[src/rtl/cylinder_placement_matrix_unit_assert.svh]
// ----------------------------------------------------------------------------
// Cylinder placement matrix unit - assertion macros
// Concurrent checks on clk_i, disabled while rst_ni is low.
// ----------------------------------------------------------------------------
`ifndef CYLINDER_PLACEMENT_MATRIX_UNIT_ASSERT_SVH
`define CYLINDER_PLACEMENT_MATRIX_UNIT_ASSERT_SVH

// a implies b in the same cycle
`define CPM_ASSERT_NOW(lbl, a, b, msg) \
  lbl: assert property (@(posedge clk_i) disable iff (!rst_ni) (a) |-> (b)) else $error(msg);

// a implies b a fixed number of cycles later
`define CPM_ASSERT_LAT(lbl, a, n, b, msg) \
  lbl: assert property (@(posedge clk_i) disable iff (!rst_ni) (a) |-> ##n (b)) \
    else $error(msg);

`endif

[src/rtl/cpm_pkg.sv]
// ----------------------------------------------------------------------------
// cpm_pkg
// Item types and fixed-point constants of the cylinder placement matrix unit.
// ----------------------------------------------------------------------------
package cpm_pkg;

  typedef struct packed {
    logic signed [31:0] start_x;
    logic signed [31:0] start_y;
    logic signed [31:0] start_z;
    logic signed [31:0] end_x;
    logic signed [31:0] end_y;
    logic signed [31:0] end_z;
    logic [31:0]        radius;
    logic               last_in;
  } cpm_in_t;

  typedef struct packed {
    logic signed [47:0] m00;
    logic signed [47:0] m01;
    logic signed [47:0] m02;
    logic signed [47:0] m10;
    logic signed [47:0] m11;
    logic signed [47:0] m12;
    logic signed [47:0] m20;
    logic signed [47:0] m21;
    logic signed [47:0] m22;
    logic               last_out;
  } cpm_out_t;

  localparam logic signed [31:0] Q30_ONE = 32'sh4000_0000;
  localparam logic signed [31:0] Q30_MAX = 32'sh7FFF_FFFF;
  localparam logic signed [31:0] Q30_MIN = 32'sh8000_0000;
  localparam int                 QBITS   = 32;

endpackage

[src/rtl/cpm_queue.sv]
// ----------------------------------------------------------------------------
// cpm_queue
// Two-entry queue between front and back; the back drains one item a cycle.
// ----------------------------------------------------------------------------
module cpm_queue #(
  parameter int W = 136
) (
  input  logic         clk_i,
  input  logic         rst_ni,
  input  logic         push_i,
  input  logic [W-1:0] data_i,
  output logic         ready_o,
  output logic         valid_o,
  output logic [W-1:0] data_o
);
  import cpm_pkg::*;

  logic [W-1:0] mem_q [2];
  logic         wr_q;
  logic         rd_q;
  logic [1:0]   cnt_q;
  logic         push;
  logic         pop;

  assign ready_o = (cnt_q != 2'd2);
  assign valid_o = (cnt_q != 2'd0);
  assign push    = push_i && ready_o;
  assign pop     = valid_o;
  assign data_o  = mem_q[rd_q];

  always_ff @(posedge clk_i or negedge rst_ni) begin
    if (!rst_ni) begin
      wr_q  <= 1'b0;
      rd_q  <= 1'b0;
      cnt_q <= 2'd0;
    end else begin
      if (push) begin
        wr_q <= !wr_q;
      end
      if (pop) begin
        rd_q <= !rd_q;
      end
      cnt_q <= cnt_q + {1'b0, push} - {1'b0, pop};
    end
  end

  always_ff @(posedge clk_i) begin
    if (push) begin
      mem_q[wr_q] <= data_i;
    end
  end

endmodule

[config.mk]
export PLATFORM = sky130hd
export DESIGN_NAME = cpm_queue
export DESIGN_NICKNAME = d
export VERILOG_FILES = /design/src/rtl/cylinder_placement_matrix_unit_assert.svh /design/src/rtl/cpm_pkg.sv /design/src/rtl/cpm_queue.sv
export SDC_FILE = /design/constraint.sdc
export NUM_CORES = 1
export LEC_CHECK = 0
export BUFFER_PORTS_ARGS = -buffer_cell sky130_fd_sc_hd__buf_2
export CORE_ASPECT_RATIO = 0.7
export CORE_UTILIZATION = 40
export DETAILED_ROUTE_END_ITERATION = 6
export PLACE_DENSITY = 0.61
export SYNTH_ARGS = -nofsm -noshare
export SYNTH_HDL_FRONTEND = slang
export SYNTH_SLANG_ARGS = --single-unit
[constraint.sdc]
create_clock -name clk_i -period 8.84 [get_ports clk_i]
set_input_delay 0.442 -clock clk_i [delete_from_list [all_inputs] [get_ports clk_i]]
set_output_delay 0.442 -clock clk_i [all_outputs]
set_load 0.02 [all_outputs]
# Yosys cells after proc, flatten, opt, wreduce, memory -nomap -nowiden
# Memories as Yosys holds them, arrays and structs flattened.
# Index checks and enable logic that the tools add are counted.
word_totals:
  mem_count: 1
  output_inout_bits: 138
  rom_bits: 0
  in_bits: 139
  latch_bits: 0
  ram_bits: 272
  wordCells: 13
  reg_bits: 4
op_classes:
  bitwise: 0
  muxes: 2
  magnitude_cmp: 0
  multipliers: 0
  n_eq_ne: 1
  shift: 0
  addsub: 2
  n_div: 0
  reduce_logical: 4
mem_list:
  columns: ["name", "words", "word_bits", "rd", "rd_clocked_by_memory_dff", "wr", "line_no", "source"]
  rows:
  - ["mem_q", 2, 136, 1, 0, 1, "cpm_queue.sv:18", "logic [W-1:0] mem_q [2];"]
op_table:
  columns: ["cell", "count"]
  rows:
  - ["2-bit by 1-bit adder with 2-bit output", 1]
  - ["1-bit zero test", 2]
  - ["1-bit 2-to-1 mux", 2]
  - ["2-bit inequality test, second input constant", 1]
  - ["2-bit nonzero test", 1]
  - ["2-bit by 1-bit subtractor with 2-bit output", 1]
  - ["1-bit logical AND", 1]

# Depth between registers and ports, before layout
# Gate-level depths: netlist (run 1).
depth:
  ltp_word: 4
  depth_mapped: 3

# Worst setup path before layout (run 1)
# No wires, ideal clock.
synth_path:
  path_type: "reg2reg"
  start: "reg cnt_q[1]"
  end: "mem mem_q[0][0], enable pin"
  setup_time_ns: 0.633
  stages_incl_launch_ff: 4
  path_slack_ns: 1.826
  t_required_ns: 8.207
  t_arrival_ns: 6.381
  cell_sequence: "dfrtp_1 -> nand2b_1 -> nand2_1 -> nor2_1"
synth_via:
  elab_chain_len: 4
synth_rtl:
  columns: ["item", "line_no", "source"]
  rows:
  - ["start, declared", "cpm_queue.sv:21", "logic [1:0] cnt_q;"]
  - ["start signal, assigned", "cpm_queue.sv:43", "cnt_q <= cnt_q + {1'b0, push} - {1'b0, pop};"]
  - ["2-bit inequality test", "cpm_queue.sv:25", "assign ready_o = (cnt_q != 2'd2);"]
  - ["named net ready_o", "cpm_queue.sv:12", "output logic ready_o,"]
  - ["1-bit logical AND", "cpm_queue.sv:27", "assign push = push_i && ready_o;"]
  - ["1-bit 2-to-1 mux", "cpm_queue.sv:48", "if (push) begin"]
  - ["1-bit 2-to-1 mux (not written as such)", "cpm_queue.sv:49", "mem_q[wr_q] <= data_i;"]
  - ["end, declared", "cpm_queue.sv:18", null]
# The timed path passes the listed nets, and every way through them passes these cells.

# Final worst setup path (run 1)
layout_path:
  start: "reg rd_q"
  end: "out data_o[91]"
layout_via:
  elab_chain_len: 1
layout_rtl:
  columns: ["item", "line_no", "source"]
  rows:
  - ["start, declared", "cpm_queue.sv:20", "logic rd_q;"]
  - ["start signal, assigned", "cpm_queue.sv:41", "rd_q <= !rd_q;"]
  - ["memory 2 x 136 bit", null, null]
  - ["end, declared", "cpm_queue.sv:14", "output logic [W-1:0] data_o"]
# No other way between the ends.

==> impl_metrics.sql, run 1 <==
INSERT INTO impl_metrics (metric_group, metric, value, unit) VALUES
('cts', 'path_clk_slew', '60', 'ps'),
('hold_path', 'hold_path_depth', '1', ''),
('detailed_routing', 'routedWlPerCell', '18.4', 'um'),
('worst_setup_path', 'r2r-end', 'mem_q[1][102]', ''),
('worst_setup_path', 'crit_chain', 'buf_4 -> mux2_2 -> buf_2', ''),
('detailed_routing', 'route.detailed.drc', '0', ''),
('cts', 'tritoncts_clock_tree', 'built', ''),
('cells_and_area', 'most_common_library_cell_in_the_layout_ignoring_fill_and_taps', 'buf_2', ''),
('timing', 'fmaxAchievable', '287', 'MHz'),
('pwr', 'comb_power_share', '29.6', '%'),
('synth', 'synth.net_count', '575', ''),
('worst_setup_path', 'sort_of_element_at_the_start_of_the_critical_path', 'flop', ''),
('placement', 'placement.io_buffers', '276', ''),
('worst_setup_path', 'timing.reg2reg.worst_path_depth', '3', ''),
('timing', 'worst_pin_slew', '1110', 'ps'),
('pwr', 'p_leak', '4.66', 'nW'),
('floorplan', 'die_width', '191', 'um'),
('synth', 'yosys_warnings', '0', ''),
('worst_setup_path', 'timing.critical_path.fanout_max', '81', ''),
('pwr', 'powerDensity', '330', 'nW/um2'),
('cts', 'cts.repair_timing.setup_buffer_count', '0', ''),
('floorplan', 'floorplan_die_area', '25800', 'um2'),
('hold_path', 'hold_path_class', 'in2reg', ''),
('cells_and_area', 'fin_area', '12500', 'um2'),
('cells_and_area', 'drive_gt1_share', '60.6', '%'),
('pwr', 'p_switching', '0.00131', 'W'),
('cells_and_area', 'most_used_cells_in_the_layout_excluding_fill_and_tap_cells', 'buf_2 (276), edfxtp_1 (272), mux2_2 (136), clkbuf_16 (29), clkbuf_1 (7)', ''),
('grt', 'grt.overflow.total', '0', ''),
('job', 'timing.max_cap.violations', '0', ''),
('cts', 'clk_latency', '530', 'ps'),
('grt', 'grt_pass1_vias', '5281', ''),
('cells_and_area', 'num-nets-final', '871', ''),
('pwr', 'power.clock.fraction', '25.3', '%'),
('timing', 'rsz0062_at_grt', 'false', ''),
('worst_setup_path', 'ff2ff_setup_slack', '6090', 'ps'),
('outcome', 'outcome', 'completed', ''),
('cts', 'cts-root-buf', 'clkbuf_16', ''),
('grt', 'antenna_found_initial', '3', ''),
('floorplan', 'placeableCoreArea', '24700', 'um2'),
('detailed_routing', 'vias_per_cell', '4.70', ''),
('detailed_routing', 'finalWirelength', '19800', 'um'),
('cts', 'clockBufferDepth', '3', ''),
('synth', 'netlist_instances', '436', ''),
('hold_path', 'min_to', 'mem_q[0][25]', ''),
('timing', 'slew_headroom', '26.2', '%'),
('timing', 'setup_violations', '0', ''),
('pwr', 'power.switching_fraction', '31.7', '%'),
('timing', 'finalWorstPathRequiredPeriod', '3480', 'ps'),
('cts', 'cts.sinks', '276', ''),
('placement', 'global_placer_s_final_weighted_congestion', '0.789', ''),
('worst_setup_path', 'critical_path_class', 'reg2out', ''),
('detailed_routing', 'antenna_violating_nets_post_route', '0', ''),
('detailed_routing', 'detail_route.iter0.violations', '283', ''),
('worst_setup_path', 'stage_delay_of_the_slowest_cell_on_the_critical_path', '1090', 'ps'),
('timing', 'fin_worst_skew', '4.74', 'ps'),
('grt', 'globalRouteTotalUtil', '14.7', '%'),
('grt', 'grt_start_max_net_pins', '82', ''),
('worst_setup_path', 'cp.arrival', '3040', 'ps'),
('placement', 'place_hpwl', '12900', 'um'),
('placement', 'postPlaceCellArea', '11700', 'um2'),
('worst_setup_path', 'worst_ep_required_time', '8400', 'ps'),
('cells_and_area', 'area_growth', '24.5', '%'),
('worst_setup_path', 'endpoint_kind', 'primary output', ''),
('floorplan', 'die_h', '135', 'um'),
('synth', 'synth_seq_cells', '276', ''),
('worst_setup_path', 'critical_path.reg2reg.startpoint', 'cnt_q[0]', ''),
('timing', 'slew_violations', '0', ''),
('cts', 'cts_max_level', '1', ''),
('worst_setup_path', 'timing.critical_path.slowest_stage_cell', 'dfrtp_4', ''),
('cts', 'post_cts_resized', '0', ''),
('synth', 'netlist_area', '10000', 'um2');
state kept, by name (all words and copies together), names as in the netlist:
register  cells
cnt_q         2
mem_q       272
rd_q          1
wr_q          1
worst max-delay path by stage:
| stage | from | endpoint | slack, ps | cells after the start |
|---|---|---|---|---|
| 6_report | rd_q | data_o[91] | 5360 | 3 |
| 5_1_grt | rd_q | data_o[91] | 5150 | 3 |
| 4_1_cts | rd_q | data_o[91] | 5210 | 3 |
| 3_5_place_dp | rd_q | data_o[91] | 5790 | 3 |
| 2_1_floorplan | cnt_q[1] | mem_q[0][0] | 1830 | 3 |
| 3_3_place_gp | rd_q | data_o[71] | 5850 | 3 |
critical path, delay by kind of cell, from the launching register on:
family,cells,cell delay [ps]
DFF,1,1090
buffers and inverters,2,920
muxes,1,440
metrics by stage:
stage                     hold slack (ps)  setup slack, ps  util (%)  std cells
after floorplan                       146             1830         -        436
after detailed placement              252             5790      47.4       1026
after global routing                 76.2             5150      50.6       1074
after CTS                            71.5             5210      50.6       1074
final                                 102             5360      50.7       1077
after global placement                246             5850      47.4       1026
power groups by stage:
stage | logic [W] | registers, W | clock network [W]
3_3_place_gp | 0.00122 | 0.00188 | 0
4_1_cts | 0.00124 | 0.00187 | 0.00108
2_1_floorplan | 0.000960 | 0.00184 | 0
3_5_place_dp | 0.00123 | 0.00189 | 0
5_1_grt | 0.00130 | 0.00189 | 0.00112
6_report | 0.00122 | 0.00186 | 0.00105
per-layer routing:
| metal | part of all wire (%) | global-route usage, % | vias up |
|---|---|---|---|
| li1 | - | - | 2334 |
| met1 | 44 | 19.6 | 2472 |
| met2 | 45 | 23.0 | 224 |
| met3 | 9.7 | 5.48 | 29 |
| met4 | 1.9 | 3.53 | 0 |
| met5 | 0 | 0 | - |
area by class of cell:
| type | instances | area (um2) |
|---|---|---|
| Sequential cell | 276 | 8270 |
| Tap cell | 325 | 407 |
| Multi-Input combinational cell | 145 | 1600 |
| Antenna cell | 3 | 7.51 |
| Fill cell | 2049 | 12200 |
| Clock inverter | 11 | 50.0 |
| Clock buffer | 36 | 752 |
| Timing Repair Buffer | 281 | 1420 |
synth_stat cells, drive strengths merged:
cell / count / area [um2]
edfxtp: 272 / 8170
mux2: 136 / 1530
clkbuf: 10 / 138
buf: 5 / 56.3
dfrtp: 4 / 100
nand2b: 2 / 12.5
and2: 1 / 6.26
and3: 1 / 6.26
nand2: 1 / 3.75
nor2: 1 / 3.75
or2: 1 / 6.26
xnor2: 1 / 8.76
xor2: 1 / 8.76
cells by family (layout without fill, tap and decap cells):
logic type | count (synthesis) | after routing | share of synthesized area (%)
xor+xnor | 2 | 2 | 0.174
buf+inv | 15 | 328 | 1.93
flops | 276 | 276 | 82.3
mux | 136 | 136 | 15.2
other cells | 0 | 3 | 0
simple gates | 7 | 7 | 0.386
timing repair:
item / in CTS / in global routing
endpoints found under the setup margin: 0 / 0
hold buffers: 1 / 0
endpoints found under the hold margin: 4 / 0
(Power assumes the default switching activity.)
==> run 2: changes to the inputs <==
==> constraint.sdc (replaced) <==
create_clock -name clk_i -period 3.4 [get_ports clk_i]
set_input_delay 0.17 -clock clk_i [delete_from_list [all_inputs] [get_ports clk_i]]
set_output_delay 0.17 -clock clk_i [all_outputs]
set_load 0.02 [all_outputs]
==> run 2 against run 1 <==
Utilization up 6.6 points. Largest power group unchanged. Critical path depth unchanged. Final area up 13%. Global-route usage up 0.60 points. Largest cell class unchanged. Die area unchanged.
==> impl_metrics.sql, run 2 (synthesis results as in run 1) <==
INSERT INTO impl_metrics (metric_group, metric, value, unit) VALUES
('outcome', 'outcome', 'completed', ''),
('job', 'timing.max_cap.violations', '0', ''),
('worst_setup_path', 'sort_of_element_at_the_start_of_the_critical_path', 'flop', ''),
('worst_setup_path', 'worst_ep_required_time', '3230', 'ps'),
('placement', 'place_hpwl', '12800', 'um'),
('cells_and_area', 'most_used_cells_in_the_layout_excluding_fill_and_tap_cells', 'buf_2 (276), edfxtp_1 (272), dlygate4sd3_1 (139), mux2_2 (136), clkbuf_16 (29)', ''),
('hold_path', 'hold_path_class', 'in2reg', ''),
('timing', 'fin_worst_skew', '28.1', 'ps'),
('cells_and_area', 'largest_registers', 'mem_q x272, cnt_q x2', ''),
('cts', 'clockBufferDepth', '3', ''),
('detailed_routing', 'drt_first_pass_iters', '4', ''),
('detailed_routing', 'route.detailed.drc', '0', ''),
('worst_setup_path', 'timing.reg2reg.worst_path_depth', '3', ''),
('cells_and_area', 'fillers', '1864', ''),
('detailed_routing', 'detail_route.iter0.violations', '257', ''),
('worst_setup_path', 'timing.critical_path.fanout_max', '137', ''),
('cts', 'cts_max_level', '1', ''),
('cts', 'cts.repair_timing.setup_buffer_count', '0', ''),
('cells_and_area', 'registers.top_by_ff_count', 'mem_q', ''),
('cts', 'path_clk_slew', '60', 'ps'),
('worst_setup_path', 'cp_num_buf_inv', '2', ''),
('timing', 'fmaxAchievable', '418', 'MHz'),
('grt', 'global_route_wire_length_before_repair', '30700', 'um'),
('timing', 'finalWorstPathRequiredPeriod', '2390', 'ps'),
('pwr', 'maximum_ir_drop_on_the_vdd_rail', '0.644', 'mV'),
('timing', 'worst_pin_slew', '793', 'ps'),
('timing', 'timing_hold_violations_final', '0', ''),
('worst_setup_path', 'ff2ff_setup_slack', '1310', 'ps'),
('detailed_routing', 'vias_per_cell', '4.58', ''),
('floorplan', 'placeableCoreArea', '24700', 'um2'),
('cts', 'tritoncts_clock_tree', 'built', ''),
('floorplan', 'floorplan_die_area', '25800', 'um2'),
('floorplan', 'die_width', '191', 'um'),
('floorplan', 'start_util', '40.7', '%'),
('floorplan', 'row_count', '48', ''),
('timing', 'setup_tns_final', '0', 'ps'),
('grt', 'grt.overflow.total', '0', ''),
('worst_setup_path', 'cpLargestDelayFamily', 'buffers and inverters', ''),
('detailed_routing', 'routedWlPerCell', '16.9', 'um'),
('cells_and_area', 'final_util', '57.3', '%'),
('grt', 'grt_start_max_net_pins', '138', ''),
('floorplan', 'die_h', '135', 'um'),
('worst_setup_path', 'r2r-end', 'mem_q[1][83]', ''),
('grt', 'globalRouteTotalUtil', '15.3', '%'),
('timing', 'slew_violations', '0', ''),
('worst_setup_path', 'stage_delay_of_the_slowest_cell_on_the_critical_path', '530', 'ps'),
('grt', 'grt_pass1_vias', '5851', ''),
('detailed_routing', 'finalWirelength', '20600', 'um'),
('worst_setup_path', 'timing.critical_path.slowest_stage_cell', 'buf_12', ''),
('detailed_routing', 'vias', '5587', ''),
('worst_setup_path', 'critical_path_class', 'reg2out', ''),
('placement', 'postPlaceCellArea', '11700', 'um2'),
('cts', 'cts.sinks', '276', ''),
('worst_setup_path', 'cp.arrival', '2220', 'ps'),
('cells_and_area', 'drive_gt1_share', '52.0', '%'),
('hold_path', 'hold_path_depth', '2', ''),
('timing', 'rsz0062_at_grt', 'false', ''),
('placement', 'placement.io_buffers', '276', ''),
('cells_and_area', 'fin_area', '14100', 'um2'),
('cells_and_area', 'largest_register_ffs', '272', ''),
('cells_and_area', 'num-nets-final', '1012', ''),
('cts', 'cts-root-buf', 'clkbuf_16', ''),
('cts', 'cts-buffers-inserted', '28', ''),
('floorplan', 'io_pins', '277', ''),
('hold_path', 'min_to', 'mem_q[1][53]', ''),
('worst_setup_path', 'endpoint_kind', 'primary output', ''),
('cells_and_area', 'area_growth', '40.6', '%'),
('cells_and_area', 'most_common_library_cell_in_the_layout_ignoring_fill_and_taps', 'buf_2', ''),
('worst_setup_path', 'crit_chain', 'buf_12 -> mux2_2 -> buf_2', ''),
('pwr', 'p_leak', '5.36', 'nW'),
('worst_setup_path', 'critical_path.reg2reg.startpoint', 'cnt_q[1]', ''),
('pwr', 'powerDensity', '812', 'nW/um2'),
('detailed_routing', 'antenna_violating_nets_post_route', '0', ''),
('hold_path', 'hold_start', 'data_i[53]', ''),
('timing', 'setup_violations', '0', ''),
('timing', 'min_period_over_period', '70.3', '%'),
('grt', 'antenna_found_initial', '0', ''),
('placement', 'global_placer_s_final_weighted_congestion', '0.771', ''),
('timing', 'slew_headroom', '47.2', '%'),
('cells_and_area', 'ant_diodes', '0', ''),
('worst_setup_path', 'path_depth', '3', ''),
('cts', 'clk_latency', '540', 'ps'),
('cts', 'post_cts_resized', '0', '');
[run 2: what timing repair did]
| item | CTS | global route |
|---|---|---|
| setup endpoints to repair | 0 | 0 |
| hold endpoints to repair | 278 | 0 |
| hold buffers | 139 | 0 |
[run 2: final cells by class]
class	instances	area (um2)	area share [%]
clock buffers	36	752	5.32
multi-input cells	145	1600	11.3
flip-flops and latches	276	8270	58.5
clock inverters	16	254	1.80
well taps	325	407	2.88
repair buffers	422	2850	20.2
[run 2: worst register-to-register path: stages, from the launching register on]
cell and delay, ps:
dfrtp_1 400, nand2b_1 150, and3_4 630, buf_4 520
[run 2: stage by stage]
stage	cells	hold slack, ps	worst slack, ps	power (W)
floorplan	436	-126	191	0.00720
global route	1220	333	916	0.0120
global placement	1029	-24.3	1420	0.00807
CTS	1220	320	989	0.0116
finish	1220	353	1010	0.0115
detailed placement	1029	-17.1	1340	0.00816
[run 2: worst max-delay path by stage]
stage             start  slack [ps]      endpoint
6_report           rd_q        1010    data_o[15]
5_1_grt            rd_q         920    data_o[15]
4_1_cts            rd_q         990     data_o[4]
3_5_place_dp   cnt_q[1]        1340  mem_q[1][83]
3_3_place_gp   cnt_q[1]        1420  mem_q[1][81]
2_1_floorplan  cnt_q[1]         190   mem_q[0][0]
[run 2: report_power, final]
| group | internal, W | switching (W) |
|---|---|---|
| sequential | 0.00451 | 0.000136 |
| combinational | 0.00141 | 0.00213 |
| clock | 0.00209 | 0.00122 |
| total | 0.00800 | 0.00349 |
[run 2: routing by layer]
layer  track usage, %  part of all wire [%]  wire length (um)  vias to the layer above
met4             4.63                   2.4               503                        0
met5                0                     0                 0                        -
met1             19.0                    41              8520                     2710
met2             25.2                    47              9700                      222
met3             5.56                   9.2              1910                       36
li1                 -                     -                 -                     2619
