$ cat src/rtl/cylinder_placement_matrix_unit_assert.svh
// ----------------------------------------------------------------------------
// Cylinder placement matrix unit - assertion macros
// Concurrent checks on clk_i, disabled while rst_ni is low.
// ----------------------------------------------------------------------------
`ifndef CYLINDER_PLACEMENT_MATRIX_UNIT_ASSERT_SVH
`define CYLINDER_PLACEMENT_MATRIX_UNIT_ASSERT_SVH

// a implies b in the same cycle
`define CPM_ASSERT_NOW(lbl, a, b, msg) \
  lbl: assert property (@(posedge clk_i) disable iff (!rst_ni) (a) |-> (b)) else $error(msg);

// a implies b a fixed number of cycles later
`define CPM_ASSERT_LAT(lbl, a, n, b, msg) \
  lbl: assert property (@(posedge clk_i) disable iff (!rst_ni) (a) |-> ##n (b)) \
    else $error(msg);

`endif

$ cat src/rtl/cpm_pkg.sv
// ----------------------------------------------------------------------------
// cpm_pkg
// Item types and fixed-point constants of the cylinder placement matrix unit.
// ----------------------------------------------------------------------------
package cpm_pkg;

  typedef struct packed {
    logic signed [31:0] start_x;
    logic signed [31:0] start_y;
    logic signed [31:0] start_z;
    logic signed [31:0] end_x;
    logic signed [31:0] end_y;
    logic signed [31:0] end_z;
    logic [31:0]        radius;
    logic               last_in;
  } cpm_in_t;

  typedef struct packed {
    logic signed [47:0] m00;
    logic signed [47:0] m01;
    logic signed [47:0] m02;
    logic signed [47:0] m10;
    logic signed [47:0] m11;
    logic signed [47:0] m12;
    logic signed [47:0] m20;
    logic signed [47:0] m21;
    logic signed [47:0] m22;
    logic               last_out;
  } cpm_out_t;

  localparam logic signed [31:0] Q30_ONE = 32'sh4000_0000;
  localparam logic signed [31:0] Q30_MAX = 32'sh7FFF_FFFF;
  localparam logic signed [31:0] Q30_MIN = 32'sh8000_0000;
  localparam int                 QBITS   = 32;

endpackage

$ cat src/rtl/cpm_front.sv
// ----------------------------------------------------------------------------
// cpm_front
// Takes an item, forms the axis components, their signs and magnitudes and
// flags a zero-length axis.
// ----------------------------------------------------------------------------
module cpm_front #(
  parameter int CW = 32,
  parameter int EW = 3 * CW + 40
) (
  input  logic             clk_i,
  input  logic             rst_ni,
  input  logic             in_valid_i,
  output logic             in_ready_o,
  input  cpm_pkg::cpm_in_t item_i,
  output logic             out_valid_o,
  input  logic             out_ready_i,
  output logic [EW-1:0]    out_data_o
);
  import cpm_pkg::*;

  localparam int MW = CW + 1;

  typedef struct packed {
    logic [2:0]          sgn;
    logic [2:0][MW-1:0]  mag;
    logic                zero;
    logic [31:0]         radius;
    logic                last;
  } fe_t;

  function automatic logic [CW-1:0] coord(input logic [31:0] f);
    logic [63:0] p;
    p = {32'b0, f};
    return p[CW-1:0];
  endfunction

  function automatic logic [CW:0] diff(input logic [31:0] a, input logic [31:0] b);
    logic [CW-1:0] ca;
    logic [CW-1:0] cb;
    ca = coord(a);
    cb = coord(b);
    return {ca[CW-1], ca} - {cb[CW-1], cb};
  endfunction

  logic            valid_q;
  logic            take;
  fe_t             data_q;
  fe_t             data_d;
  logic [2:0][CW:0] v;

  assign in_ready_o  = !valid_q || out_ready_i;
  assign take        = in_valid_i && in_ready_o;
  assign out_valid_o = valid_q;
  assign out_data_o  = data_q;

  always_comb begin
    v[0] = diff(item_i.end_x, item_i.start_x);
    v[1] = diff(item_i.end_y, item_i.start_y);
    v[2] = diff(item_i.end_z, item_i.start_z);
    for (int i = 0; i < 3; i++) begin
      data_d.sgn[i] = v[i][CW];
      data_d.mag[i] = v[i][CW] ? (~v[i] + 1'b1) : v[i];
    end
    data_d.zero   = (v[0] == '0) && (v[1] == '0) && (v[2] == '0);
    data_d.radius = item_i.radius;
    data_d.last   = item_i.last_in;
  end

  always_ff @(posedge clk_i or negedge rst_ni) begin
    if (!rst_ni) begin
      valid_q <= 1'b0;
    end else begin
      valid_q <= take || (valid_q && !out_ready_i);
    end
  end

  always_ff @(posedge clk_i) begin
    if (take) begin
      data_q <= data_d;
    end
  end

endmodule

$ cat config.mk
export PLATFORM = sky130hd
export DESIGN_NAME = cpm_front
export DESIGN_NICKNAME = d
export VERILOG_FILES = /design/src/rtl/cylinder_placement_matrix_unit_assert.svh /design/src/rtl/cpm_pkg.sv /design/src/rtl/cpm_front.sv
export SDC_FILE = /design/constraint.sdc
export NUM_CORES = 1
export LEC_CHECK = 0
export BUFFER_PORTS_ARGS = -buffer_cell sky130_fd_sc_hd__buf_2
export CAP_MARGIN = 40
export CORE_UTILIZATION = 48
export DETAILED_ROUTE_END_ITERATION = 10
export GPL_TIMING_DRIVEN = 0
export PLACE_DENSITY = 0.78
export RECOVER_POWER = 100
export SLEW_MARGIN = 20
export SYNTH_ARGS = -nofsm -noshare
export SYNTH_HDL_FRONTEND = slang
export SYNTH_SLANG_ARGS = --single-unit
$ cat constraint.sdc
create_clock -name clk_i -period 3.9 [get_ports clk_i]
set_input_delay 0 -clock clk_i [delete_from_list [all_inputs] [get_ports clk_i]]
set_output_delay 0 -clock clk_i [all_outputs]
set_load 0.1 [all_outputs]
# == After elaboration in Yosys (flattened, before gate mapping) ==
# Cells that the tools add are included.
# classes
mul,0
magnitude_cmp,0
reduce_logical,11
shift,0
eq_ne,0
div,0
add_sub_neg,6
bitwise_logic,3
muxes,3
# op_table
cell,count
$add 33x1->33 const B,3
$logic_not 33->1,3
$not 33->33,3
$sub 32x32->33,3
$mux 32,3
$logic_and 1x1->1,4
$logic_not 1->1,2
$logic_or 1x1->1,2
# totals
register_bits,137
out_inout_bits,138
latch_bits,0
rom_bits,0
ramBits,0
wordCells,34
n_memories,0

# == Logic depth before layout (Yosys ltp) ==
# Gate-level depths: netlist (run 1).
# depth
ltp_word,4
ltp_mapped,16

# == Worst setup path after synthesis (run 1) ==
# Ideal clock, no wire load.
# synth_path
kind,reg2reg
start,"reg valid_q, in the netlist out_valid_o"
end,"reg data_q, in the netlist out_data_o[0], enable pin"
synth_period_minus_slack_ps,5404
t_arrival_ps,4893
required_time_ps,3390
slack_ps,-1504
path_stages_with_launch,3
setup_time_ps,510
cell_sequence,dfrtp_1 -> nand2b_1 -> and2_1
# synth_via
elab_chain_cells,3
# synth_rtl
element,line,rtl
start: declaration,cpm_front.sv:45,logic valid_q;
start signal: assignment,cpm_front.sv:73,valid_q <= take || (valid_q && !out_ready_i);
$logic_not 1->1,cpm_front.sv:51,assign in_ready_o = !valid_q || out_ready_i;
$logic_or 1x1->1,cpm_front.sv:51,
net in_ready_o,cpm_front.sv:13,"output logic in_ready_o,"
$logic_and 1x1->1,cpm_front.sv:52,assign take = in_valid_i && in_ready_o;
net take,cpm_front.sv:46,logic take;
end signal: assignment,cpm_front.sv:79,data_q <= data_d;
end: declaration,cpm_front.sv:47,fe_t data_q;
# The timed path passes the listed nets, and every way through them passes these cells.
# A chain may end at the register's enable or synchronous reset.

# == Final worst setup path (run 1) ==
# layout_path
start,in item_i[65] (netlist bit)
end,"reg data_q, in the netlist out_data_o[99], data pin"
# layout_via
elab_chain_cells,3
# layout_rtl
element,line,rtl
start: declaration,cpm_front.sv:14,"input cpm_pkg::cpm_in_t item_i,"
$sub 32x32->33 (*),cpm_front.sv:42,"return {ca[CW-1], ca} - {cb[CW-1], cb};"
$not 33->33,cpm_front.sv:62,data_d.mag[i] = v[i][CW] ? (~v[i] + 1'b1) : v[i];
$add 33x1->33,cpm_front.sv:62,
# Every way passes the cells marked *; elsewhere a longest branch is shown, timed or not.

==> results of run 1 <==
## cell type report
type | instances | area [sq um] | share of cell area
Multi-Input combinational cell | 1024 | 7320 | 0.482
Sequential cell | 137 | 4110 | 0.271
Timing Repair Buffer | 407 | 2080 | 0.137
Inverter | 145 | 544 | 0.0358
Clock buffer | 17 | 425 | 0.0280
Tap cell | 324 | 405 | 0.0267
Buffer | 33 | 149 | 0.00980
Clock inverter | 15 | 148 | 0.00972
Antenna cell | 3 | 7.51 | 0.000494
## how the worst max path moves through the flow
| stage | from | endpoint | slack, ps |
|---|---|---|---|
| 2_1_floorplan | item_i[65] | out_data_o[99] | 190 |
| 3_3_place_gp | item_i[168] | out_data_o[99] | -580 |
| 3_5_place_dp | item_i[168] | out_data_o[99] | -580 |
| 4_1_cts | item_i[33] | out_data_o[132] | 10 |
| 5_1_grt | item_i[65] | out_data_o[99] | -130 |
| 6_report | item_i[65] | out_data_o[99] | 70 |
## sequential cells by signal, summed over array words and instances, names as in the netlist
| signal | flops |
|---|---|
| out_valid_o | 1 |
| out_data_o | 136 |
## metrics by stage
| stage | std cells | power (uW) |
|---|---|---|
| 2_1_floorplan | 1339 | 4750 |
| 3_3_place_gp | 2029 | 5390 |
| 3_5_place_dp | 2031 | 5430 |
| 4_1_cts | 2100 | 7120 |
| 5_1_grt | 2102 | 7380 |
| 6_report | 2105 | 7070 |
## timing repair
item,CTS,global route
resized for setup,2,9
pin swaps,0,1
endpoints found under the setup margin,1,12
hold endpoints to repair,35,0
buffers inserted,0,1
cloned,0,0
hold buffers,37,0
## report_power, final
part | switching, uW | internal [uW]
sequential | 55.7 | 1920
clock | 787 | 852
combinational | 2570 | 881
total | 3410 | 3660
## synthesized netlist by cell type, types with 6 or more instances
cell | n | area share
sky130_fd_sc_hd__and3_1 | 10 | 0.0052
sky130_fd_sc_hd__nand3b_1 | 7 | 0.0044
sky130_fd_sc_hd__nand2b_1 | 13 | 0.0067
sky130_fd_sc_hd__o22ai_1 | 6 | 0.0031
sky130_fd_sc_hd__and2_1 | 13 | 0.0067
sky130_fd_sc_hd__nor4_1 | 6 | 0.0031
sky130_fd_sc_hd__nor3_1 | 30 | 0.012
sky130_fd_sc_hd__o2111ai_1 | 9 | 0.0065
sky130_fd_sc_hd__a21oi_1 | 97 | 0.040
sky130_fd_sc_hd__nor2b_1 | 8 | 0.0041
sky130_fd_sc_hd__o211ai_1 | 14 | 0.0087
sky130_fd_sc_hd__o21ai_0 | 76 | 0.031
sky130_fd_sc_hd__a31oi_1 | 19 | 0.0098
sky130_fd_sc_hd__edfxtp_1 | 136 | 0.34
sky130_fd_sc_hd__nand3_1 | 26 | 0.011
sky130_fd_sc_hd__inv_1 | 143 | 0.044
sky130_fd_sc_hd__o31a_1 | 7 | 0.0051
sky130_fd_sc_hd__nor2_1 | 85 | 0.026
sky130_fd_sc_hd__o21bai_1 | 8 | 0.0050
sky130_fd_sc_hd__xnor2_1 | 110 | 0.080
sky130_fd_sc_hd__clkbuf_1 | 26 | 0.0081
sky130_fd_sc_hd__nand4_1 | 15 | 0.0078
sky130_fd_sc_hd__ha_1 | 104 | 0.11
sky130_fd_sc_hd__o31ai_1 | 25 | 0.016
sky130_fd_sc_hd__a21o_1 | 31 | 0.019
sky130_fd_sc_hd__o21a_1 | 22 | 0.014
sky130_fd_sc_hd__or3_1 | 16 | 0.0083
sky130_fd_sc_hd__nand2_1 | 96 | 0.030
sky130_fd_sc_hd__xor2_1 | 51 | 0.037
sky130_fd_sc_hd__a211oi_1 | 19 | 0.012
## metal layers
metal | GRT usage | up-vias | part of all wire
met5 | 0 | - | 0.0014
met4 | 0.0965 | 8 | 0.025
met3 | 0.0563 | 73 | 0.071
met2 | 0.481 | 471 | 0.49
met1 | 0.317 | 5330 | 0.41
li1 | - | 5765 | -
## worst reg2reg max path, delay by kind of cell (launching register included)
| family | cells | cell delay, ps |
|---|---|---|
| and+or+nand+nor | 2 | 2200 |
| buffers and inverters | 2 | 650 |
| DFF | 1 | 430 |
## cell families (layout without fill, tap and decap cells)
family	Yosys count	after routing	share of synthesized area
and+or+nand+nor	354	354	0.147
adders and majority gates	107	107	0.113
other	0	3	0
muxes	1	1	0.000932
DFF	137	137	0.340
xor gates and xnor gates	161	161	0.117
buffers and inverters	178	617	0.0579
AOI/OAI and AO/OA	401	401	0.224
## layout by cell type, fill, tap and decap left out, drive strengths merged, types with 10 or more instances in the layout
| cell | Yosys | final |
|---|---|---|
| xor2 | 51 | 51 |
| nor3 | 30 | 30 |
| inv | 145 | 154 |
| dlygate4sd3 | 0 | 37 |
| nand3 | 26 | 26 |
| nand2 | 96 | 96 |
| a21o | 32 | 32 |
| o21a | 22 | 22 |
| edfxtp | 136 | 136 |
| and2 | 14 | 14 |
| a211oi | 20 | 20 |
| o31ai | 25 | 25 |
| o21ai | 80 | 80 |
| nor2 | 85 | 85 |
| clkbuf | 27 | 188 |
| nand4 | 15 | 15 |
| and3 | 10 | 10 |
| or3 | 17 | 17 |
| nand2b | 13 | 13 |
| buf | 6 | 231 |
| a31oi | 20 | 20 |
| o211ai | 14 | 14 |
| ha | 104 | 104 |
| xnor2 | 110 | 110 |
| a21oi | 100 | 100 |
==> impl.org, run 1 <==
** GRT
- Antenna violations before repair :: 6
- Maximum number of pins on one net before global-route repair :: between 50 and 60
- The number of global-route vias before repair is around 11,000.
- In the global route stage, overall resource usage came out at 0.269.
- After global routing the overflow that remains totals 0.
- Wire length of the first global-routing pass :: approximately 55,000 um

** Layout
- Signed area change from the synthesized netlist to the final layout :: 25.7%
- Layout Nets :: ~2,100
- After filler insertion, the fill cell instance count of the layout stands at around 2,200.
- At the end of the flow the core is filled with cells to 0.619.
- Once layout is done, the placed cells without fillers occupy 15,200 sq um.
- Fraction of layout instances using a drive strength above 1 :: 0.173

** Placed design
- Setup Slack @ Placement :: -576 ps
- Detailed placement HPWL :: 27,900 um
- Input and output buffers added on the ports amount to between 300 and 400.
- Total placed instance area :: about 14,000 sq um
- Routability-driven placement finished with a final weighted congestion of around 0.95.

** Worst setup path
- RR Startpoint :: out_valid_o
- Delay contributed by the slowest stage of the critical path :: 540 ps
- Critical Path Sink Type :: flip-flop
- FF-to-FF setup slack :: 270 ps
- Slowest cell on crit path :: sky130_fd_sc_hd__or4b_1
- The critical path runs through a total of 16 cells.
- Together, buffers and inverters on the worst path number 2.
- Kind of launch point of the worst setup path :: input port
- Classification of the worst setup path :: input port to flip-flop
- The worst register-to-register path ends at out_data_o[125].
- On the critical path the largest part of the delay comes from simple AND/OR/NAND/NOR gates.
- Biggest fanout along the worst timing path :: 5
- The number of cells on the worst reg-to-reg path is 4.
- Endpoint required time on the critical path :: 4080 ps
- CP Data Arrival Time :: approximately 4000 ps
- CP Cell Sequence :: buf_2 -> inv_1 -> ha_1 -> fa_1 -> nor2b_4 -> o31a_1 -> o21ai_1 -> a211oi_2 -> or3_1 -> a221oi_2 -> or4b_1 -> nand3b_1 -> or3_1 -> nor4b_2 -> ha_1 -> and2_1

** STA
- In the post-route analysis, the smallest setup slack over all paths is ~68 ps.
- Max frequency :: ~260 MHz
- After routing, the total negative slack on setup checks comes to 0 ps.
- Unrepaired setup endpoints after global routing :: yes
- The routed design could run at a clock period as short as ~3800 ps.
- Headroom to the max-slew limit :: -0.888
- Final setup skew :: 13.0 ps
- The number of hold violations in the final report came to 0.
- At the pin with the least slew margin, the transition time is between 2000 and 3000 ps.
- Number of setup violations in the final report :: 0
- Dividing the final minimum period by the clock period gives 0.983.
- Final hold slack :: 24.1 ps
- Final number of max-transition violations :: between 40 and 50

** Route
- Drt pass-1 iters :: 7
- Number of nets with antenna violations after routing :: 0
- Post-detailed-routing wire length :: 35,000 um
- Per-cell via count in the routed design :: ~5.5
- DRC :: 0
- In the final routed layout, each cell accounts on average for between 15 and 20 um.
- Count of vias placed by the detailed router :: approximately 12,000
- In this run, the number of DRC markers left after iteration 0 of detailed routing was ~670.

** CTS
- The tree is rooted in a sky130_fd_sc_hd__clkbuf_16.
- At the later pin of the worst-skew pair, clock insertion delay measures 430 ps.
- Num CTS Buffers :: 17
- Clock transition at the register clock pins on the worst setup and hold paths after CTS :: 70 ps
- In this run the deepest clock path goes through 2 buffers.
- CTS HTree Levels :: 4
- The clock net in this run drives a total of between 100 and 150 sinks.
- TritonCTS built the clock tree.

** Synth
- Summing every instance area after synthesis gives around 12,000 sq um.
- Count of mapped cells out of synthesis :: about 1,300
- Mean cell area of the mapped netlist :: 9.02 sq um
- After synthesis, the share of flip-flops with an asynchronous set or reset is 0.00730.
- Yosys warning count :: 0
- Of the synthesized area, sequential elements account for 0.340.
- The most used flip-flop cell after synthesis is sky130_fd_sc_hd__edfxtp_1.
- Library cells used by synthesis :: 90
- Syn nets :: ~1,700
- Counting flops with a built-in enable in the synthesized netlist gives 136.
- Counting flops and latches in the post-synthesis netlist gives roughly 140.

** Hold path
- Along the worst hold path, the cell count comes to 3.
- The path with the worst hold slack has its endpoint at out_data_o[100].
- Start point of the worst hold path :: item_i[129]
- Worst min-delay path class :: input port to flip-flop

** Run status
- Status :: finished with violations
- The final reports fail on max-capacitance violations, max-slew violations.

** Floorplan
- Height of the die :: 161 um
- Chip width :: between 150 and 200 um
- Row generation in the floorplan step produced between 50 and 60 rows.
- Area of the placeable core :: roughly 25,000 sq um
- Die Footprint :: 25,800 sq um
- The initial utilization of the core area, before any placement, comes to 0.492.
- Count of pins on the block boundary :: 367

** Run
- Max-cap violation count :: 1

** Power
- Power Dens Cells :: ~470 nW/um^2
- For this design the static power due to leakage is between 0.006 and 0.007 uW.
- Peak ir drop on the vdd network :: approximately 0.33 mV
(Power assumes the default switching activity.)
==> inputs of run 2 (changes only) <==
--- a/config.mk
+++ b/config.mk
@@ -5,12 +5,13 @@
 export SDC_FILE = /design/constraint.sdc
 export NUM_CORES = 1
 export LEC_CHECK = 0
+export ABC_AREA = 1
 export BUFFER_PORTS_ARGS = -buffer_cell sky130_fd_sc_hd__buf_2
 export CAP_MARGIN = 40
-export CORE_UTILIZATION = 48
+export CORE_UTILIZATION = 56
 export DETAILED_ROUTE_END_ITERATION = 10
 export GPL_TIMING_DRIVEN = 0
-export PLACE_DENSITY = 0.78
+export PLACE_DENSITY = 0.83
 export RECOVER_POWER = 100
 export SLEW_MARGIN = 20
 export SYNTH_ARGS = -nofsm -noshare
==> constraint.sdc (replaced) <==
create_clock -name clk_i -period 4.28 [get_ports clk_i]
set_input_delay 0 -clock clk_i [delete_from_list [all_inputs] [get_ports clk_i]]
set_output_delay 0 -clock clk_i [all_outputs]
set_load 0.1 [all_outputs]
==> run 2 against run 1 <==
  * The run now ends clean
  * First-iteration DRC count grew 120%
  * Cell count grew 55%
  * Combinational power grew 2%
  * Non-clock buffer count shrank 18
  * Global-route usage grew 7.9 points
  * Critical path type unchanged
  * Highest routed layer is now met4
==> impl.org, run 2 <==
** Run status
- Status: complete, no violations (was finished with violations).

** Route
- Number of nets with antenna violations after routing :: 0 (unchanged)
- First-iteration detailed-routing DRC count :: 1,460 (was 666)
- The via count normalized by instance count came to 5.19 (was 5.53).
- DRC :: 0 (unchanged)
- Post-detailed-routing wire length :: 48,900 um (was 35,000 um)
- The wire length per cell was 14.9 um (was 16.6 um).
- The number of search-and-repair iterations in the first detailed-routing pass is 9 (was 7).
- The total number of vias was 17,000 (was 11,600).

** Worst setup path
- Biggest fanout along the worst timing path :: 10 (was 5)
- The stage delay of the slowest cell on the critical path is 490 ps (was 540 ps).
- By instance count, the cell type seen most on the critical path is sky130_fd_sc_hd__nand2_1.
- Kind of launch point of the worst setup path :: input port (unchanged)
- The endpoint of the most critical register-to-register path is out_data_o[113] (was out_data_o[125]).
- CP Cell Sequence: buf_2 -> inv_1 -> ha_1 -> fa_1 -> inv_1 -> nand3_1 -> nand2_1 -> nand2_1 -> nand2_1 -> nand3_1 -> nand3_1 -> nand2_1 -> nand3_1 -> nand2_1 -> inv_1 -> clkbuf_1 -> o21ai_0 -> nand3b_1 -> nand2_1 (was buf_2 -> inv_1 -> ha_1 -> fa_1 -> nor2b_4 -> o31a_1 -> o21ai_1 -> a211oi_2 -> or3_1 -> a221oi_2 -> or4b_1 -> nand3b_1 -> or3_1 -> nor4b_2 -> ha_1 -> and2_1).
- Classification of the worst setup path :: input port to flip-flop (unchanged)
- The launch point of the worst reg-to-reg path is out_valid_o (unchanged).
- Critical path buffer and inverter count :: 5 (was 2)
- Critical Path Sink Type :: flip-flop (unchanged)
- CP Data Arrival Time :: 3540 ps (was 4010 ps)
- Cell class contributing the biggest share of worst-path delay :: simple AND/OR/NAND/NOR gates (unchanged)
- The internal reg-to-reg setup slack is 1130 ps (was 270 ps).
- Worst setup path startpoint :: item_i[65] (unchanged)
- Endpoint required time on the critical path :: 4460 ps (was 4080 ps)
- The last element of the critical path was out_data_o[94] (was out_data_o[99]).
- The depth of the critical timing path with buffers and inverters included is 19 (was 16).
- Slowest cell on crit path :: sky130_fd_sc_hd__o21ai_0 (was sky130_fd_sc_hd__or4b_1)
- Worst reg-to-reg path cell count :: 5 (was 4)

** Layout
- The diode insertion count for antenna repair is 0 (was 3).
- The number of flip-flops under the largest register name was 136 (unchanged).
- Commonest non-fill, non-tap cell in the layout :: sky130_fd_sc_hd__nand2_1 (was sky130_fd_sc_hd__buf_2)
- Post-layout instance area :: 18,400 sq um (was 15,200 sq um)
- The area added between synthesis and finish is 19.7% (was 25.7%).
- The count of fill cells added during filler insertion came to 2,539 (was 2,185).
- Top library cells by usage in the layout, fill and taps aside: sky130_fd_sc_hd__nand2_1 (967), sky130_fd_sc_hd__inv_1 (506), sky130_fd_sc_hd__buf_2 (221) (was sky130_fd_sc_hd__buf_2 (227), sky130_fd_sc_hd__clkbuf_1 (169), sky130_fd_sc_hd__inv_1 (144)).
- The proportion of layout cells with a drive suffix above 1 was 0.117 (was 0.173).
- The area taken by multi-input logic gates came to 9110 sq um (was 7320 sq um).
- FF/Latch Area :: 4110 sq um (unchanged)
- Layout Nets :: 3,252 (was 2,101)

** Synth
- The number of synthesized register bits is 137 (unchanged).
- The proportion of synthesized area in mux cells is 0 (was 0.000932).
- Synth area leaders: sky130_fd_sc_hd__edfxtp_1 (27%), sky130_fd_sc_hd__nand2_1 (24%), sky130_fd_sc_hd__inv_1 (12%), sky130_fd_sc_hd__ha_1 (8.5%), sky130_fd_sc_hd__nand3_1 (6.3%) (was sky130_fd_sc_hd__edfxtp_1 (34%), sky130_fd_sc_hd__ha_1 (11%), sky130_fd_sc_hd__xnor2_1 (8.0%), sky130_fd_sc_hd__inv_1 (4.4%), sky130_fd_sc_hd__a21oi_1 (4.0%)).
- Count of mapped cells out of synthesis :: 2,488 (was 1,339)
- The total of warnings raised by yosys was 0 (unchanged).
- Async S/R FF share, synth :: 0.00730 (unchanged)
- Area of the mapped netlist :: 15,300 sq um (was 12,100 sq um)
- Share of the synthesized area in compound gates (AO/OA/AOI/OAI) :: 0.0411 (was 0.224)
- Mean cell area of the mapped netlist :: 6.17 sq um (was 9.02 sq um)
- The most frequently used cell type in the post-synthesis netlist was sky130_fd_sc_hd__nand2_1 (was sky130_fd_sc_hd__inv_1).
- The post-synthesis adder-cell area fraction was 0.0887 (was 0.113).
- The area share of the largest cell type after synthesis was 0.266 (was 0.338).
- Syn nets :: 2,824 (was 1,675)
- The cell type with the largest total area after synthesis is sky130_fd_sc_hd__edfxtp_1 (unchanged).
- Number of enable-type register cells in the synthesized netlist :: 136 (unchanged)
- The distinct cell type count after synthesis was 45 (was 90).
- The xor/xnor share of the synthesized area is 0.0443 (was 0.117).
- Most instantiated cells after synthesis :: sky130_fd_sc_hd__nand2_1 (961), sky130_fd_sc_hd__inv_1 (503), sky130_fd_sc_hd__nor2_1 (204) (was sky130_fd_sc_hd__inv_1 (143), sky130_fd_sc_hd__edfxtp_1 (136), sky130_fd_sc_hd__xnor2_1 (110))
- The fraction of the yosys area taken by sequential cells is 0.268 (was 0.340).
- The fraction of the mapped netlist area in simple logic gates is 0.425 (was 0.147).
- Main combinational cell family by area after synthesis :: simple AND/OR/NAND/NOR gates (was compound AO/OA/AOI/OAI gates)
- Top FF cell, synth :: sky130_fd_sc_hd__edfxtp_1 (unchanged)

** Floorplan
- The effective utilization at floorplan came to 0.571 (was 0.492).
- The site row count is 60 (was 57).
- Height of the die :: 168 um (was 161 um)
- The floorplan core area came to 26,900 sq um (was 24,500 sq um).
- Chip width :: 168 um (was 161 um)
- The number of placed I/O pins came to 367 (unchanged).
- Die Footprint :: 28,100 sq um (was 25,800 sq um)

** CTS
- CTS HTree Levels :: 4 (unchanged)
- Clock transition at the register clock pins on the worst setup and hold paths after CTS :: 70 ps (about the same)
- Latest clock arrival within the worst-skew pair :: 440 ps (was 430 ps)
- Clock Tree Root :: sky130_fd_sc_hd__clkbuf_16 (unchanged)
- The number of buffers inserted during clock tree synthesis came to 17 (unchanged).
- The largest buffer count on any clock path came to 2 (unchanged).
- CTS Sinks :: 137 (unchanged)
- The TritonCTS clock tree is done (unchanged).

** Hold path
- The worst min-delay path category is input port to flip-flop (unchanged).

** Placed design
- Count of input and output buffers :: 366 (unchanged)
- The global placement routability congestion was 0.949 (was 0.953).
- The placed cell area was 17,800 sq um (was 14,400 sq um).
- The detailed placement HPWL came to 39,900 um (was 27,900 um).

** STA
- Number of setup violations in the final report :: 0 (unchanged)
- Number of hold violations in the final report :: 0 (unchanged)
- Timing would allow up to between 200 and 300 MHz.
- Final hold slack :: 19.2 ps (was 24.1 ps)
- Final setup skew :: 15.1 ps (was 13.0 ps)
- Worst Max-Slew Pin Slew :: 1430 ps (was 2830 ps)
- The total negative slack for setup checks was 0 ps (unchanged).
- Unrepaired setup endpoints after global routing: no (was yes).
- The relative max-transition margin was 0.0450 (was -0.888).
- Final number of max-transition violations :: 0 (was 43)
- The routed design could run at a clock period as short as 3350 ps.
- Ratio of final minimum period to clock period :: 0.784

** GRT
- Total GRT Usage :: 0.348 (was 0.269)
- Via count of the first global-routing pass :: 15,900 (was 11,500)
- The largest net degree at the start of global routing was 27 (was 52).
- The wire length of the first global-routing pass came to 77,400 um (was 55,500 um).
- Remaining global-route overflow :: 0 (unchanged)
- Antenna violations before repair :: 0 (was 6)

** Run
- Max-cap violation count :: 0 (was 1)

** Power
- The power per standard cell area came to 372 nW/um^2 (was 465 nW/um^2).
- Reported leakage power :: 0.0103 uW (was 0.00646 uW)
- Peak ir drop on the vdd network :: 0.238 mV (was 0.333 mV)
[run 2: per-layer routing]
metal  GRT usage  share of wire  vias up
met3      0.0425          0.070      158
met5           0              0        -
met4       0.176          0.049        0
li1            -              -     8546
met1       0.419           0.41     7508
met2       0.612           0.47      744
[run 2: final cells by class]
cell class | instances | share of cell area
clock buffer | 17 | 0.0232
multi-input combinational | 1820 | 0.496
buffer | 13 | 0.00320
sequential | 137 | 0.224
inverter | 518 | 0.106
timing repair buffer | 409 | 0.116
clock inverter | 15 | 0.00811
tap | 341 | 0.0232
[run 2: what timing repair did]
action,CTS,global route
gates resized for setup,0,0
hold buffers,37,0
setup buffers,0,0
endpoints found under the hold margin,35,0
[run 2: logic make-up (layout without fill, tap and decap cells)]
| group | after synthesis | count (layout) |
|---|---|---|
| adder cells (fa/ha/maj) | 107 | 107 |
| buffers and inverters | 531 | 972 |
| AND/OR/NAND/NOR | 1524 | 1524 |
| AO/OA/AOI/OAI | 114 | 114 |
| XOR/XNOR | 75 | 75 |
| flip-flops | 137 | 137 |
[run 2: per-stage QoR]
| stage | total power [uW] | worst slack [ps] | utilization | instances |
|---|---|---|---|---|
| floorplan | 4540 | 671 | - | 2488 |
| global placement | 5260 | 349 | 0.655 | 3195 |
| detailed placement | 5330 | 958 | 0.661 | 3201 |
| CTS | 6850 | 1410 | 0.697 | 3270 |
| global route | 7150 | 737 | 0.683 | 3270 |
| finish | 6820 | 925 | 0.683 | 3270 |
[run 2: worst min-delay path by stage]
stage / start / end / cells after the start
2_1_floorplan: rst_ni / out_valid_o / 0
3_3_place_gp: rst_ni / out_valid_o / 1
3_5_place_dp: rst_ni / out_valid_o / 1
4_1_cts: item_i[129] / out_data_o[100] / 3
5_1_grt: item_i[129] / out_data_o[100] / 3
6_report: item_i[129] / out_data_o[100] / 3
[run 2: where the power goes]
| group | switching (uW) | total [uW] | internal, uW |
|---|---|---|---|
| combinational | 2710 | 3520 | 805 |
| clock | 729 | 1510 | 778 |
| sequential | 63.5 | 1800 | 1740 |
| total | 3500 | 6820 | 3320 |
[run 2: worst reg2reg max path, cell delays in order, from the launching register on]
cell                       delay (ps)
sky130_fd_sc_hd__dfrtp_1          400
sky130_fd_sc_hd__a21oi_1          660
sky130_fd_sc_hd__clkbuf_1        1110
sky130_fd_sc_hd__buf_16           270
sky130_fd_sc_hd__buf_16           190
sky130_fd_sc_hd__buf_16           200
==> inputs of run 3 (changes only) <==
==> constraint.sdc (replaced) <==
create_clock -name clk_i -period 3.4 [get_ports clk_i]
set_input_delay 0 -clock clk_i [delete_from_list [all_inputs] [get_ports clk_i]]
set_output_delay 0 -clock clk_i [all_outputs]
set_load 0.1 [all_outputs]
==> run 3 against run 2 <==
  * Cell count about the same
  * Highest routed layer unchanged
  * Clock skew decreased by 5.9 ps
  * Sequential power up 26%
  * Combinational power rose by 26%
  * Setup slack got worse by 680 ps
  * Via count up 0.68%
  * Critical path type is now flip-flop to flip-flop
  * Non-clock buffer count is the same
  * Critical path depth is 15 lower
  * Sequential share of layout area fell by 0.059 points
==> impl.org, run 3 (synthesized netlist as in run 2, its figures left out) <==
** Power
- The proportion of power drawn by the clock network was 0.232 (was 0.221).
- Power Dens Cells :: 475 nW/um^2 (was 372 nW/um^2)
- The peak supply drop is 0.319 mV (was 0.238 mV).
- Switching part of the total power :: 0.505 (was 0.513)
- Net Switching :: 4420 uW (was 3500 uW)
- Part of the power in registers :: 0.259 (was 0.264)
- Reported leakage power :: 0.0103 uW (about the same)
- Combinational power share :: 0.509 (was 0.515)
- The internal power of the cells is 4340 uW (was 3320 uW).

** GRT
- Maximum number of pins on one net before global-route repair :: 27 (unchanged)
- The number of global-route vias before repair was 15,700 (was 15,900).
- Wire length of the first global-routing pass :: 77,700 um (was 77,400 um)
- The sum of overflow across all layers after global routing came to 0 (unchanged).
- The overall track demand over capacity in global routing came to 0.350 (was 0.348).
- The initial antenna violation count was 1 (was 0).

** Route
- Number of nets with antenna violations after routing :: 0 (unchanged)
- The overall routed net length is 50,000 um (was 48,900 um).
- Per-cell via count in the routed design :: 5.22 (was 5.19)
- First-iteration detailed-routing DRC count :: 1,458 (was 1,460)
- The total number of vias is 17,100 (was 17,000).
- WL per Instance :: 15.3 um (was 14.9 um)
- The number of search-and-repair iterations in the first detailed-routing pass was 5 (was 9).
- DRC :: 0 (unchanged)

** Run status
- Status :: complete, no violations (unchanged)

** CTS
- The count of buffers added by post-CTS timing repair for setup was 0 (unchanged).
- The largest buffer count on any clock path was 2 (unchanged).
- CTS HTree Levels :: 4 (unchanged)
- The TritonCTS clock tree was done (unchanged).
- The cell at the root of the clock tree is sky130_fd_sc_hd__clkbuf_16 (unchanged).
- The count of hold buffers inserted by post-cts repair is 37 (unchanged).
- The count of clock tree sinks was 137 (unchanged).
- Clock transition at the register clock pins on the worst setup and hold paths after CTS :: 70 ps (about the same)
- Num CTS Buffers :: 17 (unchanged)
- Number of cells upsized or downsized after cts :: 0 (unchanged)
- The clock latency of the later-clocked register in the worst-skew pair is 430 ps (was 440 ps).

** Run
- Max-cap violation count :: 0 (unchanged)

** STA
- Final setup skew :: 9.15 ps (was 15.1 ps)
- Number of setup violations in the final report :: 0 (unchanged)
- Unrepaired setup endpoints after global routing :: no (unchanged)
- The relative max-transition margin is 0.0156 (was 0.0450).
- Final worst path period need :: between 3000 and 4000 ps
- PnR worst setup slack :: 249 ps (was 925 ps)
- The slew at the pin closest to its max-slew limit is 1480 ps (was 1430 ps).
- The number of hold violations in the final report is 0 (unchanged).
- The final number of max-transition violations is 0 (unchanged).
- Based on the critical path, the design can be clocked at up to 317 MHz.
- In the finished design, the share of the clock period the worst path needs comes to 0.927.

** Placed design
- Count of input and output buffers :: 366 (unchanged)
- The total instance count after detailed placement is 3,201 (unchanged).
- The detailed placement HPWL is 40,500 um (was 39,900 um).
- The global placement routability congestion came to 0.976 (was 0.949).
- The worst setup slack before clock tree synthesis was 112 ps (was 958 ps).

** Layout
- The final instance count without filler cells is 3,271 (was 3,270).
- Signed area change from the synthesized netlist to the final layout :: 20.1% (was 19.7%)
- The count of nets after finishing is 3,252 (unchanged).
- The proportion of layout cells with a drive suffix above 1 came to 0.121 (was 0.117).
- The most common library cell in the layout ignoring fill and taps is sky130_fd_sc_hd__nand2_1 (unchanged).
- The number of flip-flops under the largest register name was 136 (unchanged).
- Top library cells by usage in the layout, fill and taps aside :: sky130_fd_sc_hd__nand2_1 (965), sky130_fd_sc_hd__inv_1 (506), sky130_fd_sc_hd__buf_2 (223) (was sky130_fd_sc_hd__nand2_1 (967), sky130_fd_sc_hd__inv_1 (506), sky130_fd_sc_hd__buf_2 (221))
- The utilization of the core after routing came to 0.686 (was 0.683).

** Worst setup path
- Classification of the worst setup path :: flip-flop to flip-flop (was input port to flip-flop)
- The maximum fanout along the worst path is 26 (was 10).
- The sort of element at the start of the critical path is a flip-flop (was input port).
- Endpoint required time on the critical path :: 3460 ps (was 4460 ps)
- The sort of element at the end of the critical path is a flip-flop (unchanged).
- CP Data Arrival Time :: 3210 ps (was 3540 ps)

** Floorplan
- The site row count is 60 (unchanged).
- Height of the die :: 168 um (unchanged)
- The number of placed I/O pins came to 367 (unchanged).
- Effective utilization at floorplan :: 0.571 (unchanged)
- The width of the chip was 168 um (unchanged).
- Area of the placeable core :: 26,900 sq um (unchanged)
- The area of the die came to 28,100 sq um (unchanged).

** Hold path
- Worst min-delay path class :: input port to flip-flop (unchanged)
==> run 3: changes by cell type in the layout (fill, tap and decap cells not counted), moves of 2 or more <==
cell                        previous run  this run
sky130_fd_sc_hd__nor2_1              207       205
sky130_fd_sc_hd__nor2_4                8        10
sky130_fd_sc_hd__bufinv_16             0         2
sky130_fd_sc_hd__nand2_2              34        36
sky130_fd_sc_hd__buf_16                4         2
sky130_fd_sc_hd__buf_2               221       223
sky130_fd_sc_hd__nand2_1             967       965
sky130_fd_sc_hd__buf_6                 1         3
sky130_fd_sc_hd__o21ai_0              30        28
sky130_fd_sc_hd__clkbuf_1            158       155
sky130_fd_sc_hd__clkinv_4              2         0
sky130_fd_sc_hd__inv_8                 5         7
==> run 3: per-layer routing <==
layer / up-vias / track usage / wire, um
met5: - / 0 / 0
met4: 0 / 0.153 / 2070
met3: 137 / 0.0359 / 3090
met2: 722 / 0.627 / 24000
met1: 7673 / 0.425 / 20700
li1: 8539 / - / -
==> run 3: final cells by class <==
cell class / count / area (sq um)
Multi-Input combinational cell: 1820 / 9150
Fill cell: 2501 / 8450
Sequential cell: 137 / 4110
Timing Repair Buffer: 409 / 2100
Inverter: 518 / 1940
Tap cell: 341 / 427
Clock buffer: 17 / 425
Clock inverter: 15 / 198
Buffer: 13 / 73.8
Antenna cell: 1 / 2.50
==> run 3: worst paths after layout <==
check,from,end,slack [ps],cells past startpoint
min in group asynchronous,rst_ni,out_valid_o,420,3
hold / removal,item_i[129],out_data_o[100],8,3
setup / recovery,out_valid_o,out_data_o[60],250,4
hold reg to reg,out_valid_o,out_data_o[21],830,1
setup reg to reg,out_valid_o,out_data_o[60],250,4
max in group asynchronous,rst_ni,out_valid_o,2860,3
==> run 3: through the flow <==
stage	TNS [ps]	hold WS, ps	area, sq um	power, uW
2_1_floorplan	-120	-296	15400	5720
3_3_place_gp	-87340	-225	17600	6620
3_5_place_dp	0	-223	17800	6720
4_1_cts	0	7.91	18800	8770
5_1_grt	0	27.7	18400	9150
6_report	0	8.32	18400	8760
==> run 3: power groups by stage <==
stage               Clock, uW  Sequential, uW  Combinational, uW
finish                   2030            2270               4450
global route             2100            2280               4770
CTS                      2030            2260               4490
detailed placement          0            2290               4430
global placement            0            2300               4320
floorplan                   0            3740               1980
==> run 3: critical path: stages (launching register included) <==
cell	delay, ps
sky130_fd_sc_hd__dfrtp_4	490
sky130_fd_sc_hd__a21oi_1	520
sky130_fd_sc_hd__clkbuf_1	930
sky130_fd_sc_hd__buf_16	260
sky130_fd_sc_hd__clkbuf_2	560
